## src/rtl/core/i2cra_pkg.sv

```systemverilog
// Shared types, codes and the transaction program of the I2C register master.
// Used by i2cra_front, i2cra_back and i2c_register_access_master_unit.
package i2cra_pkg;

    // Input selector codes.
    localparam logic [1:0] FUNC_TICK  = 2'd0;
    localparam logic [1:0] FUNC_WRITE = 2'd1;
    localparam logic [1:0] FUNC_READ  = 2'd2;

    localparam logic [7:0] DEV_ADDR_RESET = 8'h80;
    localparam logic [7:0] READ_BIT       = 8'h01;

    // Queue between the front and the back; two entries keep one word per cycle while the output is not stalled.
    localparam int QUEUE_DEPTH_DEFAULT = 2;

    localparam int PHASE_W = 7;
    localparam int SEG_W   = 5;
    localparam int SUB_W   = 2;
    localparam logic [SEG_W-1:0] SEG_MAX = 5'd31;

    typedef enum logic [1:0] {
        CMD_TICK  = 2'd0,
        CMD_WRITE = 2'd1,
        CMD_READ  = 2'd2
    } cmd_t;

    // Classified input word as it sits in the queue.
    typedef struct packed {
        cmd_t        cmd;
        logic [7:0]  reg_addr;
        logic [15:0] write_data;
        logic        sda_in;
    } q_word_t;

    typedef enum logic [2:0] {
        K_START = 3'd0,
        K_WBYTE = 3'd1,
        K_ACK   = 3'd2,
        K_RBYTE = 3'd3,
        K_MACK  = 3'd4,
        K_MNACK = 3'd5,
        K_STOP  = 3'd6
    } kind_t;

    typedef enum logic [2:0] {
        SRC_DEV  = 3'd0,
        SRC_DEVR = 3'd1,
        SRC_REG  = 3'd2,
        SRC_HI   = 3'd3,
        SRC_LO   = 3'd4
    } src_t;

    typedef struct packed {
        kind_t kind;
        src_t  src;
    } prog_ent_t;

    // Program entry for a 1-based segment; a stop outside the program.
    function automatic prog_ent_t prog_entry(input logic [SEG_W-1:0] seg, input logic is_read);
        prog_ent_t e;
        e = '{kind: K_STOP, src: SRC_DEV};
        if (is_read) begin
            case (seg)
                5'd1:    e = '{kind: K_START, src: SRC_DEV};
                5'd2:    e = '{kind: K_WBYTE, src: SRC_DEV};
                5'd3:    e = '{kind: K_ACK,   src: SRC_DEV};
                5'd4:    e = '{kind: K_WBYTE, src: SRC_REG};
                5'd5:    e = '{kind: K_ACK,   src: SRC_DEV};
                5'd6:    e = '{kind: K_START, src: SRC_DEV};
                5'd7:    e = '{kind: K_WBYTE, src: SRC_DEVR};
                5'd8:    e = '{kind: K_ACK,   src: SRC_DEV};
                5'd9:    e = '{kind: K_RBYTE, src: SRC_DEV};
                5'd10:   e = '{kind: K_MACK,  src: SRC_DEV};
                5'd11:   e = '{kind: K_RBYTE, src: SRC_DEV};
                5'd12:   e = '{kind: K_MNACK, src: SRC_DEV};
                default: e = '{kind: K_STOP,  src: SRC_DEV};
            endcase
        end else begin
            case (seg)
                5'd1:    e = '{kind: K_START, src: SRC_DEV};
                5'd2:    e = '{kind: K_WBYTE, src: SRC_DEV};
                5'd3:    e = '{kind: K_ACK,   src: SRC_DEV};
                5'd4:    e = '{kind: K_WBYTE, src: SRC_REG};
                5'd5:    e = '{kind: K_ACK,   src: SRC_DEV};
                5'd6:    e = '{kind: K_WBYTE, src: SRC_HI};
                5'd7:    e = '{kind: K_ACK,   src: SRC_DEV};
                5'd8:    e = '{kind: K_WBYTE, src: SRC_LO};
                5'd9:    e = '{kind: K_ACK,   src: SRC_DEV};
                default: e = '{kind: K_STOP,  src: SRC_DEV};
            endcase
        end
        return e;
    endfunction

endpackage

```

## src/rtl/core/i2cra_front.sv

```systemverilog
// Input side of the I2C register master: accept, classify, and queue words.
// Depends on i2cra_pkg.
module i2cra_front #(
    parameter int QUEUE_DEPTH = i2cra_pkg::QUEUE_DEPTH_DEFAULT
) (
    input  logic               clk,
    input  logic               rst_n,
    input  logic               in_valid,
    output logic               in_stall,
    input  logic [1:0]         func,
    input  logic [7:0]         reg_addr,
    input  logic [15:0]        write_data,
    input  logic               sda_in,
    output logic               q_valid,
    output i2cra_pkg::q_word_t q_word,
    input  logic               q_pop
);
    import i2cra_pkg::*;

    localparam int PTR_W = (QUEUE_DEPTH > 1) ? $clog2(QUEUE_DEPTH) : 1;
    localparam int CNT_W = $clog2(QUEUE_DEPTH + 1);

    q_word_t          queue_reg [QUEUE_DEPTH];
    logic [PTR_W-1:0] wr_ptr_reg, wr_ptr_next;
    logic [PTR_W-1:0] rd_ptr_reg, rd_ptr_next;
    logic [CNT_W-1:0] count_reg, count_next;
    logic             push;
    q_word_t          new_word;

    // Classify: unknown selector codes count as plain ticks.
    always_comb
    begin
        new_word.reg_addr   = reg_addr;
        new_word.write_data = write_data;
        new_word.sda_in     = sda_in;
        case (func)
            FUNC_WRITE: new_word.cmd = CMD_WRITE;
            FUNC_READ:  new_word.cmd = CMD_READ;
            default:    new_word.cmd = CMD_TICK;
        endcase
    end

    assign in_stall = (count_reg == CNT_W'(QUEUE_DEPTH));
    assign push     = in_valid && !in_stall;
    assign q_valid  = (count_reg != '0);
    assign q_word   = queue_reg[rd_ptr_reg];

    always_comb
    begin
        wr_ptr_next = wr_ptr_reg;
        rd_ptr_next = rd_ptr_reg;
        if (push)
        begin
            wr_ptr_next = (wr_ptr_reg == PTR_W'(QUEUE_DEPTH - 1)) ? '0
                        : PTR_W'(wr_ptr_reg + 1'b1);
        end
        if (q_pop)
        begin
            rd_ptr_next = (rd_ptr_reg == PTR_W'(QUEUE_DEPTH - 1)) ? '0
                        : PTR_W'(rd_ptr_reg + 1'b1);
        end
        count_next = CNT_W'(count_reg + CNT_W'(push) - CNT_W'(q_pop));
    end

    always_ff @(posedge clk or negedge rst_n)
    begin
        if (!rst_n)
        begin
            wr_ptr_reg <= '0;
            rd_ptr_reg <= '0;
            count_reg  <= '0;
        end
        else
        begin
            wr_ptr_reg <= wr_ptr_next;
            rd_ptr_reg <= rd_ptr_next;
            count_reg  <= count_next;
        end
    end

    always_ff @(posedge clk)
    begin
        if (push)
        begin
            queue_reg[wr_ptr_reg] <= new_word;
        end
    end

    a_no_pop_empty: assert property (@(posedge clk) disable iff (!rst_n)
        q_pop |-> count_reg != '0)
        else $error("queue popped while empty");

    a_count_bound: assert property (@(posedge clk) disable iff (!rst_n)
        count_reg <= CNT_W'(QUEUE_DEPTH))
        else $error("queue count above depth");

    a_push_counts: assert property (@(posedge clk) disable iff (!rst_n)
        push && !q_pop |=> count_reg == CNT_W'($past(count_reg) + 1'b1))
        else $error("queue count lost a push");

endmodule

```

## src/rtl/core/i2cra_back.sv

```systemverilog
// Pin sequencer of the I2C register master: one pin step per queued word,
// result held in an output register. Depends on i2cra_pkg.
module i2cra_back (
    input  logic               clk,
    input  logic               rst_n,
    input  logic               q_valid,
    input  i2cra_pkg::q_word_t q_word,
    output logic               q_pop,
    input  logic [7:0]         device_address,
    output logic               out_valid,
    input  logic               out_stall,
    output logic               scl,
    output logic               sda_out,
    output logic               sda_drive,
    output logic               busy_res,
    output logic               done_res,
    output logic [15:0]        read_data
);
    import i2cra_pkg::*;

    logic [PHASE_W-1:0] phase_reg, phase_next;
    logic [2:0]         bitc_reg, bitc_next;
    logic [7:0]         shift_reg, shift_next;
    logic               rd_reg, rd_next;
    logic [7:0]         hreg_reg, hreg_next;
    logic [15:0]        hdata_reg, hdata_next;
    logic [15:0]        rword_reg, rword_next;
    logic               scl_reg, scl_next;
    logic               sda_reg, sda_next;
    logic               drv_reg, drv_next;
    logic               busy_reg, busy_next;
    logic               done_reg, done_next;
    logic [15:0]        rdata_reg, rdata_next;
    logic               oval_reg;

    logic [SEG_W-1:0]   seg, nseg;
    logic [SUB_W-1:0]   sub;
    prog_ent_t          ent, nent;
    logic               adv, keep;
    logic [SEG_W:0]     seg_inc;

    assign q_pop = q_valid && (!oval_reg || !out_stall);

    always_comb
    begin
        phase_next = phase_reg;
        bitc_next  = bitc_reg;
        shift_next = shift_reg;
        rd_next    = rd_reg;
        hreg_next  = hreg_reg;
        hdata_next = hdata_reg;
        rword_next = rword_reg;
        scl_next   = scl_reg;
        sda_next   = sda_reg;
        drv_next   = drv_reg;
        done_next  = 1'b0;
        adv        = 1'b0;
        keep       = 1'b0;
        seg_inc    = '0;
        nseg       = '0;
        nent       = '{kind: K_STOP, src: SRC_DEV};

        // Take a command only when idle; it begins with the first start step.
        if (phase_reg == '0 && q_word.cmd != CMD_TICK)
        begin
            rd_next    = (q_word.cmd == CMD_READ);
            hreg_next  = q_word.reg_addr;
            hdata_next = q_word.write_data;
            phase_next = {SEG_W'(1), SUB_W'(0)};
            bitc_next  = '0;
        end

        seg = phase_next[PHASE_W-1:SUB_W];
        sub = phase_next[SUB_W-1:0];
        ent = prog_entry(seg, rd_next);

        if (phase_next != '0)
        begin
            case (ent.kind)
                K_START:
                begin
                    case (sub)
                        2'd0:
                        begin
                            drv_next = 1'b1;
                            sda_next = 1'b1;
                        end
                        2'd1:    scl_next = 1'b1;
                        2'd2:    sda_next = 1'b0;
                        default:
                        begin
                            scl_next = 1'b0;
                            adv      = 1'b1;
                        end
                    endcase
                end
                K_WBYTE:
                begin
                    if (sub == 2'd0)
                    begin
                        drv_next = 1'b1;
                        sda_next = shift_next[7];
                    end
                    else if (sub == 2'd1)
                    begin
                        scl_next   = 1'b1;
                        shift_next = {shift_next[6:0], 1'b0};
                    end
                    else
                    begin
                        scl_next = 1'b0;
                        if (bitc_next == 3'd7)
                        begin
                            adv = 1'b1;
                        end
                        else
                        begin
                            bitc_next  = 3'(bitc_next + 1'b1);
                            phase_next = {seg, SUB_W'(0)};
                            keep       = 1'b1;
                        end
                    end
                end
                K_ACK:
                begin
                    // Slave ack level is not checked.
                    if (sub == 2'd0)
                    begin
                        drv_next = 1'b0;
                        sda_next = 1'b1;
                    end
                    else if (sub == 2'd1)
                    begin
                        scl_next = 1'b1;
                    end
                    else
                    begin
                        scl_next = 1'b0;
                        adv      = 1'b1;
                    end
                end
                K_RBYTE:
                begin
                    if (sub == 2'd0)
                    begin
                        drv_next   = 1'b0;
                        sda_next   = 1'b1;
                        scl_next   = 1'b1;
                        shift_next = {shift_next[6:0], q_word.sda_in};
                    end
                    else
                    begin
                        scl_next = 1'b0;
                        if (bitc_next == 3'd7)
                        begin
                            rword_next = {rword_reg[7:0], shift_next};
                            adv        = 1'b1;
                        end
                        else
                        begin
                            bitc_next  = 3'(bitc_next + 1'b1);
                            phase_next = {seg, SUB_W'(0)};
                            keep       = 1'b1;
                        end
                    end
                end
                K_MACK, K_MNACK:
                begin
                    if (sub == 2'd0)
                    begin
                        drv_next = 1'b1;
                        sda_next = (ent.kind == K_MNACK);
                    end
                    else if (sub == 2'd1)
                    begin
                        scl_next = 1'b1;
                    end
                    else
                    begin
                        scl_next = 1'b0;
                        adv      = 1'b1;
                    end
                end
                default:
                begin
                    // Stop condition: data low, clock high, data high.
                    if (sub == 2'd0)
                    begin
                        drv_next = 1'b1;
                        sda_next = 1'b0;
                    end
                    else if (sub == 2'd1)
                    begin
                        scl_next = 1'b1;
                    end
                    else
                    begin
                        sda_next   = 1'b1;
                        phase_next = '0;
                        bitc_next  = '0;
                        done_next  = 1'b1;
                        keep       = 1'b1;
                    end
                end
            endcase

            if (adv)
            begin
                // Enter the next segment and load its byte.
                seg_inc    = (SEG_W + 1)'(seg) + 1'b1;
                nseg       = (seg_inc > (SEG_W + 1)'(SEG_MAX)) ? SEG_MAX : seg_inc[SEG_W-1:0];
                phase_next = {nseg, SUB_W'(0)};
                bitc_next  = '0;
                nent       = prog_entry(nseg, rd_next);
                if (nent.kind == K_WBYTE)
                begin
                    case (nent.src)
                        SRC_DEV:  shift_next = device_address;
                        SRC_DEVR: shift_next = device_address | READ_BIT;
                        SRC_REG:  shift_next = hreg_next;
                        SRC_HI:   shift_next = hdata_next[15:8];
                        default:  shift_next = hdata_next[7:0];
                    endcase
                end
                else if (nent.kind == K_RBYTE)
                begin
                    shift_next = '0;
                end
            end
            else if (!keep)
            begin
                phase_next = PHASE_W'(phase_next + 1'b1);
            end
        end

        busy_next  = (phase_next != '0);
        rdata_next = (done_next && rd_next) ? rword_next : '0;
    end

    always_ff @(posedge clk or negedge rst_n)
    begin
        if (!rst_n)
        begin
            phase_reg <= '0;
            bitc_reg  <= '0;
            shift_reg <= '0;
            rd_reg    <= 1'b0;
            hreg_reg  <= '0;
            hdata_reg <= '0;
            rword_reg <= '0;
            scl_reg   <= 1'b1;
            sda_reg   <= 1'b1;
            drv_reg   <= 1'b1;
            busy_reg  <= 1'b0;
            done_reg  <= 1'b0;
            rdata_reg <= '0;
            oval_reg  <= 1'b0;
        end
        else if (q_pop)
        begin
            phase_reg <= phase_next;
            bitc_reg  <= bitc_next;
            shift_reg <= shift_next;
            rd_reg    <= rd_next;
            hreg_reg  <= hreg_next;
            hdata_reg <= hdata_next;
            rword_reg <= rword_next;
            scl_reg   <= scl_next;
            sda_reg   <= sda_next;
            drv_reg   <= drv_next;
            busy_reg  <= busy_next;
            done_reg  <= done_next;
            rdata_reg <= rdata_next;
            oval_reg  <= 1'b1;
        end
        else if (!out_stall)
        begin
            oval_reg <= 1'b0;
        end
    end

    assign out_valid = oval_reg;
    assign scl       = scl_reg;
    assign sda_out   = sda_reg;
    assign sda_drive = drv_reg;
    assign busy_res  = busy_reg;
    assign done_res  = done_reg;
    assign read_data = rdata_reg;

    a_done_idle: assert property (@(posedge clk) disable iff (!rst_n)
        oval_reg && done_reg |-> !busy_reg && phase_reg == '0)
        else $error("done reported while sequencer still busy");

    a_done_lines: assert property (@(posedge clk) disable iff (!rst_n)
        oval_reg && done_reg |-> scl_reg && sda_reg && drv_reg)
        else $error("bus not left in stop state after done");

    a_rdata_zero: assert property (@(posedge clk) disable iff (!rst_n)
        oval_reg && !done_reg |-> rdata_reg == '0)
        else $error("read data shown outside a done step");

    a_busy_phase: assert property (@(posedge clk) disable iff (!rst_n)
        busy_reg == (phase_reg != '0))
        else $error("busy flag out of step with sequencer phase");

endmodule

```

## src/rtl/core/i2c_register_access_master_unit.sv

```systemverilog
// Top level of the I2C register master: device address register, front queue
// and pin sequencer. Depends on i2cra_pkg, i2cra_front and i2cra_back.

// I2C master for 16-bit register transactions, driven one pin step per input
// word. A word with func = write (1) or read (2) on an idle bus starts a
// transaction and performs its first step at once; every later word, whatever
// its func, advances the bus by exactly one step (commands while busy are
// dropped). Each accepted word yields exactly one result word carrying the
// scl, sda_out and sda_drive levels after that step, busy_res, a done_res
// pulse at the final stop step, and read_data (the word read, high byte
// first) on the done step of a read, zero otherwise. Slave ack bits are not
// checked. sda_in is sampled on read-bit steps. The device address register
// resets to 0x80; write it only while no word is in flight (queue and output
// register empty). A new address takes effect at the next address byte, even
// mid-transaction. The read phase sends it with bit 0 set. Throughput is one
// word per clock cycle sustained while out_stall is low: the pin sequencer
// finishes one step per cycle. Each word passes from input accept to output
// valid through the front queue and then the sequencer's output register.
// The front queue (QUEUE_DEPTH entries, at least 2) lets input accepts
// continue while a result waits on out_stall.
module i2c_register_access_master_unit #(
    parameter int QUEUE_DEPTH = i2cra_pkg::QUEUE_DEPTH_DEFAULT
) (
    input  logic        clk,
    input  logic        rst_n,
    // configuration
    input  logic        cfg_write_en,
    input  logic [7:0]  cfg_write_data,
    // input words
    input  logic        in_valid,
    output logic        in_stall,
    input  logic [1:0]  func,
    input  logic [7:0]  reg_addr,
    input  logic [15:0] write_data,
    input  logic        sda_in,
    // result words
    output logic        out_valid,
    input  logic        out_stall,
    output logic        scl,
    output logic        sda_out,
    output logic        sda_drive,
    output logic        busy_res,
    output logic        done_res,
    output logic [15:0] read_data
);
    import i2cra_pkg::*;

    logic [7:0] dev_addr_reg;
    q_word_t    q_word;
    logic       q_valid;
    logic       q_pop;

    // Hold the device address byte; read-bit forcing happens in the sequencer.
    always_ff @(posedge clk or negedge rst_n)
    begin
        if (!rst_n)
        begin
            dev_addr_reg <= DEV_ADDR_RESET;
        end
        else if (cfg_write_en)
        begin
            dev_addr_reg <= cfg_write_data;
        end
    end

    // Accept and classify input words into a short queue.
    i2cra_front #(
        .QUEUE_DEPTH (QUEUE_DEPTH)
    ) u_front (
        .clk        (clk),
        .rst_n      (rst_n),
        .in_valid   (in_valid),
        .in_stall   (in_stall),
        .func       (func),
        .reg_addr   (reg_addr),
        .write_data (write_data),
        .sda_in     (sda_in),
        .q_valid    (q_valid),
        .q_word     (q_word),
        .q_pop      (q_pop)
    );

    // Advance the bus sequencer one step per queued word.
    i2cra_back u_back (
        .clk            (clk),
        .rst_n          (rst_n),
        .q_valid        (q_valid),
        .q_word         (q_word),
        .q_pop          (q_pop),
        .device_address (dev_addr_reg),
        .out_valid      (out_valid),
        .out_stall      (out_stall),
        .scl            (scl),
        .sda_out        (sda_out),
        .sda_drive      (sda_drive),
        .busy_res       (busy_res),
        .done_res       (done_res),
        .read_data      (read_data)
    );

    a_cfg_write: assert property (@(posedge clk) disable iff (!rst_n)
        cfg_write_en |=> dev_addr_reg == $past(cfg_write_data))
        else $error("device address write lost");

    a_cfg_hold: assert property (@(posedge clk) disable iff (!rst_n)
        !cfg_write_en |=> $stable(dev_addr_reg))
        else $error("device address changed without a write");

    a_start_busy: assert property (@(posedge clk) disable iff (!rst_n)
        q_pop && !busy_res && q_word.cmd != CMD_TICK && (!out_valid || !out_stall)
        |=> busy_res)
        else $error("command on idle bus did not start a transaction");

endmodule

```

## config.mk

```make
export PLATFORM = sky130hd
export DESIGN_NAME = i2c_register_access_master_unit
export DESIGN_NICKNAME = d
export VERILOG_FILES = /design/src/rtl/core/i2cra_pkg.sv /design/src/rtl/core/i2cra_front.sv /design/src/rtl/core/i2cra_back.sv /design/src/rtl/core/i2c_register_access_master_unit.sv
export SDC_FILE = /design/constraint.sdc
export NUM_CORES = 1
export LEC_CHECK = 0
export BUFFER_PORTS_ARGS = -buffer_cell sky130_fd_sc_hd__buf_2
export CAP_MARGIN = 20
export CORE_UTILIZATION = 40
export DETAILED_ROUTE_END_ITERATION = 8
export PLACE_DENSITY = 0.64
export RECOVER_POWER = 50
export SKIP_CTS_REPAIR_TIMING = 1
export SYNTH_ARGS = -nofsm -noshare
export SYNTH_HDL_FRONTEND = slang
export SYNTH_HIERARCHICAL = 1
export SYNTH_SLANG_ARGS = --single-unit
```

## constraint.sdc

```tcl
create_clock -name clk -period 5.2 [get_ports clk]
set_input_delay 0.52 -clock clk [delete_from_list [all_inputs] [get_ports clk]]
set_output_delay 0.52 -clock clk [all_outputs]
set_load 0.02 [all_outputs]
```

## Word level (Yosys, flattened, before mapping)

Memory sizes are Yosys's and may differ from the RTL's.
Index checks and enable logic that the tools add are counted.
Widths: inputs -> output; s select.

| operators by class | value |
|---|---|
| add/sub/neg operators | 7 |
| magnitude comparators | 1 |
| eq/ne operators | 26 |
| muxes and demuxes | 87 |
| reduce and logical (&&, ||, !) cells | 29 |

Operators with widths:

| operator | count |
|---|---|
| $mux 16 | 6 |
| $mux 8 | 7 |
| $mux 7 | 7 |
| $mux 6 | 8 |
| $mux 1 | 34 |
| $pmux 8 s4 | 1 |
| $mux 3 | 9 |
| $pmux 7 s3 | 1 |
| $pmux 8 s2 | 1 |
| $eq 3x2->1 const B | 5 |
| $reduce_bool 7->1 | 2 |
| $eq 3x1->1 const B | 3 |
| $eq 3x3->1 const B | 3 |
| $pmux 3 s3 | 1 |
| $eq 2x2->1 const B | 4 |
| $mux 2 | 4 |
| $ne 2x1->1 const B | 4 |
| $pmux 1 s4 | 2 |
| $reduce_or 4->1 | 2 |
| $add 7x1->7 const B | 1 |
| $logic_not 7->1 | 1 |
| $reduce_and 7->1 | 1 |
| $add 5x1->6 const B | 1 |
| $gt 6x5->1 const B | 1 |
| other kinds (25) | 41 |

| storage, ports and cells | value |
|---|---|
| flip-flop bits (word level) | 93 |
| bits in writable memories | 54 |
| ROM bits | 352 |
| input port bits | 40 |
| output and inout port bits | 23 |
| memories kept | 5 |

Memories:

| name | words | width | rd ports | clocked after Yosys merged registers in | wr ports | line | RTL |
|---|---|---|---|---|---|---|---|
| (name not given) | 16 | 6 | 1 | 0 | 0 | i2cra_pkg.sv:79 | `case (seg)` |
| (name not given) | 16 | 6 | 1 | 0 | 0 | i2cra_pkg.sv:79 |  |
| (name not given) | 16 | 5 | 1 | 0 | 0 | i2cra_pkg.sv:63 | `case (seg)` |
| (name not given) | 16 | 5 | 1 | 0 | 0 | i2cra_pkg.sv:63 |  |
| u_front.queue_reg | 2 | 27 | 1 | 0 | 1 | i2cra_front.sv:23 | `q_word_t queue_reg [QUEUE_DEPTH];` |

## Logic depth before layout (Yosys ltp)

An unclocked memory read counts as a cell.

| depth | value |
|---|---|
| word-level depth | 17 |
| depth in mapped cells | 21 |
| depth with buffers taken out | 18 |

## Hierarchy

Netlist, hierarchy kept.

By module, submodules not included:

| module | instances | cells an instance | area an instance (µm²) |
|---|---|---|---|
| i2cra_back | 1 | 531 | 5,067.4 |
| i2cra_front | 1 | 103 | 2,254.7 |
| i2c_register_access_master_unit | 1 | 17 | 332.8 |

## Least setup slack after synthesis

Ideal clock, no wire load.

| timing | value |
|---|---|
| path type | reg2reg |
| start | register u_front.rd_ptr_reg |
| end | register u_back.busy_reg (netlist: u_back/busy_res) |
| setup time | 0.136 ns |
| arrival time | 4.197 ns |
| data required time | 5.064 ns |
| slack | 0.867 ns |
| cell stages (with the launch flop) | 20 |
| path buffers | 3 |
| path through | dfrtp_1 -> buf_6 -> buf_12 -> mux2_4 -> or2_2 -> and3_1 -> clkbuf_1 -> nor2_1 -> ha_1 -> mux2_2 -> o211ai_1 -> a21o_1 -> a21oi_1 -> o311ai_0 -> inv_1 -> ha_1 -> a211oi_2 -> nand2_1 -> a211oi_1 -> a31oi_1 |

RTL lines:

| element | line | RTL |
|---|---|---|
| start: declaration | i2cra_front.sv:25 | `logic [PTR_W-1:0] rd_ptr_reg, rd_ptr_next;` |
| start signal: assignment | i2cra_front.sv:76 | `rd_ptr_reg <= rd_ptr_next;` |
| end signal: assignment | i2cra_back.sv:271 | `busy_reg <= busy_next;` |
| end: declaration | i2cra_back.sv:31 | `logic busy_reg, busy_next;` |

## Worst setup path after layout

| timing | value |
|---|---|
| start | register u_back.phase_reg[3] |
| end | register u_back.busy_reg (netlist: u_back/busy_res) |

| between the ends | value |
|---|---|
| cells in the longest elaborated chain, start to end | 15 |

Ends and longest elaborated chain:

| element | line | RTL |
|---|---|---|
| start: declaration | i2cra_back.sv:21 | `logic [PHASE_W-1:0] phase_reg, phase_next;` |
| start signal: assignment | i2cra_back.sv:261 | `phase_reg <= phase_next;` |
| $logic_not 7->1 | i2cra_back.sv:64 | `if (phase_reg == '0 && q_word.cmd != CMD_TICK)` |
| $logic_and 1x1->1 | i2cra_back.sv:64 |  |
| $mux 7 | i2cra_back.sv:64 |  |
| $mem_v2 16x6 or $mem_v2 16x5 (tied branches) | n/a |  |
| $mux 6 (on tied branches) | i2cra_pkg.sv:79, i2cra_pkg.sv:63 |  |
| $mux 6 | i2cra_pkg.sv:62 | `if (is_read) begin` |
| $eq 3x2->1 (tied with other cells) | i2cra_back.sv:79 | `case (ent.kind)` |
| $reduce_or 4->1 (no source line) | n/a |  |
| $pmux 7 s3 | i2cra_back.sv:79 |  |
| $mux 7 | i2cra_back.sv:77 | `if (phase_next != '0)` |
| $add 7x1->7 | i2cra_back.sv:232 | `phase_next = PHASE_W'(phase_next + 1'b1);` |
| $mux 7 | i2cra_back.sv:230 | `else if (!keep)` |
| $mux 7 | i2cra_back.sv:207 | `if (adv)` |
| $mux 7 (*) | i2cra_back.sv:77 |  |
| $reduce_bool 7->1 (*) | i2cra_back.sv:236 | `busy_next = (phase_next != '0);` |

Every way passes the cells marked *; elsewhere a longest branch is shown, timed or not. The select of a mux whose other input is x is not followed.
A chain may end at the register's enable or synchronous reset.

==> flow_summary.toml <==
[status]
status = "finished, violations left"
violations = "max-capacitance violations, max-slew violations"

[logic_synthesis]
async_reset_ff_frac = 0.633
synth_commonest_cells = "dfrtp_1, nand2_1, edfxtp_1, mux2_2, mux2i_1"
synth_warnings = 6
avgSynthCellArea_um2 = 11.8
synth.area.top_cells = "dfrtp_1, edfxtp_1, mux2_2, mux2_4, mux2i_1"
synth.area.mux_share = 0.182
synth_top_flop_cell = "dfrtp_1"
synthXorXnorAreaFrac = 0.00801
synth.distinct_cells = 70
synth_top_family_by_area = "multiplexers"
yosysMostFrequentCell = "dfrtp_1"
seq_area_frac_synth = 0.517
synth-seq-cells = 147
synth_compound_area_frac = 0.131
synth_adder_area_share = 0.0163
synth_top_area_share = 0.291
yosysTopAreaCell = "dfrtp_1"
synth_nets = 701
synth_edf_count = 54
syn_inst = 651
synth_area_mm2 = 0.00765
synthSimpleGateAreaFrac = 0.112

[grt]
antenna_found_initial = 0
grt_pass1_wl_mm = 28.9
grt_max_degree = 69
grt_usage = 0.190
grt_remaining_overflow = 0
grt_pass1_vias = 5507

[pwr]
switching_share = 0.400
switchingPower_w = 0.00212
cellPowerDensity_mw_per_mm2 = 604
p_leak_nw = 3.61
vdd_drop_max_uv = 266
fin_total_pwr_w = 0.00529
seq_power_share = 0.315
intPower_w = 0.00317
combPwrFrac = 0.465
share_clk_of_total_power = 0.220

[floorplanning]
dieArea_mm2 = 0.0197
die_w_um = 140
start_util = 0.409
coreArea_mm2 = 0.0187
die_y_um = 140
row_count = 50
pin_count = 63

[worst_setup_path]
crit_type = "reg -> reg"
reg2reg_depth = 15
cp_max_fo = 14
start_kind = "register"
critPathLaunch = "u_back/phase_reg[3]"
crit_required_ps = 5480
crit_end = "u_back/busy_res"
r2r_start = "u_back/phase_reg[3]"
arrival_ps = 4780
cp-end-kind = "register"
r2r_setup_slack_ps = 710
reg2reg_to = "u_back/busy_res"

[clock_tree]
cts_sinks = 147
path_clk_slew_ps = 60
cts_max_path_buffers = 2
root_buffer = "clkbuf_16"
clock_latency_ps = 420
cts_tree = "yes"
htreeDepth = 4
cts_made_buffers = 17

[sta]
skew_ps = 14.6
grt_setup_unrepaired = "false"
fmaxAchievable_mhz = 223
maxSlewViolCount = 124
period_needed_ps = 4490
setup_tns_ps = 0
hold_violations = 0
worst_pin_slew_ps = 1670
relSlewSlack = -0.110
setup-violations-final = 0
period_share = 0.864

[drt]
ant_nets = 0
vias = 5459
drt_iter0_drc = 366
dr.pass1.iters = 5
wl_per_cell_um = 18.4
drc = 0
drt-total-wl_mm = 17.8
avgViaCountPerCell = 5.64

[hold_path]
hp-class = "in -> reg"

[layout]
fillers = 1722
finalNonFillerCells = 968
largest_reg_flops = 54
diodes = 0
fin_nets = 771
final_area_mm2 = 0.00875
drive_above_1_share = 0.279
area_growth_syn_to_layout_pct = 14.4

[place]
port_buffers = 62
dp_cells = 936
hpwl_mm = 12.7
gp_congestion = 0.911
place_area_mm2 = 0.00824

[flow_run]
max_cap_viol_count = 3
## cell type report
class                   instances  area [µm²]  area share
repair buffers                 84         462      0.0527
clock buffers                  18         429      0.0490
inverters                      17        63.8     0.00729
clock inverters                14         128      0.0146
flip-flops and latches        147        3950       0.452
well taps                     234         293      0.0334
multi-input cells             454        3420       0.391
## critical path, stage by stage (launching register included)
cell and delay [ps]:
dfrtp_1 570, nor3_1 270, buf_4 190, and3_1 180, nor2_1 90, ha_1 260, nor2b_1 200, o32ai_1 520
nand4_1 300, a21oi_1 540, nor3_1 150, ha_1 270, a211oi_2 350, nand2_1 130, a211oi_1 230, a31oi_1 110
## power by group through the flow
stage | clock network (W) | logic, W | registers, W
2_1_floorplan | 0 | 0.00185 | 0.00165
3_3_place_gp | 0 | 0.00241 | 0.00167
3_5_place_dp | 0 | 0.00244 | 0.00168
4_1_cts | 0.00120 | 0.00245 | 0.00166
5_1_grt | 0.00124 | 0.00269 | 0.00170
6_report | 0.00116 | 0.00246 | 0.00166
## how the worst min path moves through the flow
stage	startpoint	endpoint	slack, ps	cells after the start
floorplan	rst_n	dev_addr_reg[0]	220	0
global placement	rst_n	u_back/done_res	460	1
detailed placement	rst_n	u_back/read_data[0]	470	1
CTS	rst_n	u_back/hreg_reg[1]	7	1
global route	write_data[1]	u_front/queue_reg[1][2]	260	1
finish	reg_addr[7]	u_front/queue_reg[0][24]	280	1
## stage by stage
step                      setup slack (ps)  hold slack [ps]   util
after global routing                   312              264  0.468
after CTS                              812             7.21  0.470
final                                  706              285  0.468
after global placement                 869              455  0.440
after floorplan                        867              224      -
after detailed placement               834              466  0.441
## cells by family after synthesis
logic type               after synthesis
AND/OR/NAND/NOR                      174
buffers and inverters                 50
XOR/XNOR                               7
multiplexers                         117
adder cells (fa/ha/maj)               10
flip-flops                           147
AO/OA/AOI/OAI                        146
## metal layers
layer	vias up	GRT usage	routed length, µm
li1	2557	-	-
met1	2711	0.248	8260
met2	160	0.310	8540
met3	31	0.0376	648
met4	0	0.0787	360
met5	-	0	0
## layout by cell type (no fill, tap or decap), types with 8 or more instances in the layout
master,instances
dfrtp_1,89
nand2_1,78
edfxtp_1,54
mux2_2,51
buf_2,50
mux2i_1,37
o21ai_0,35
a21oi_1,29
nor2_1,26
mux2_4,21
buf_4,19
clkbuf_16,17
inv_1,17
nand3_1,16
clkbuf_1,14
a31oi_1,14
ha_1,10
and3_1,8
o22ai_1,8
No activity file was read; power rests on OpenSTA's default activity.
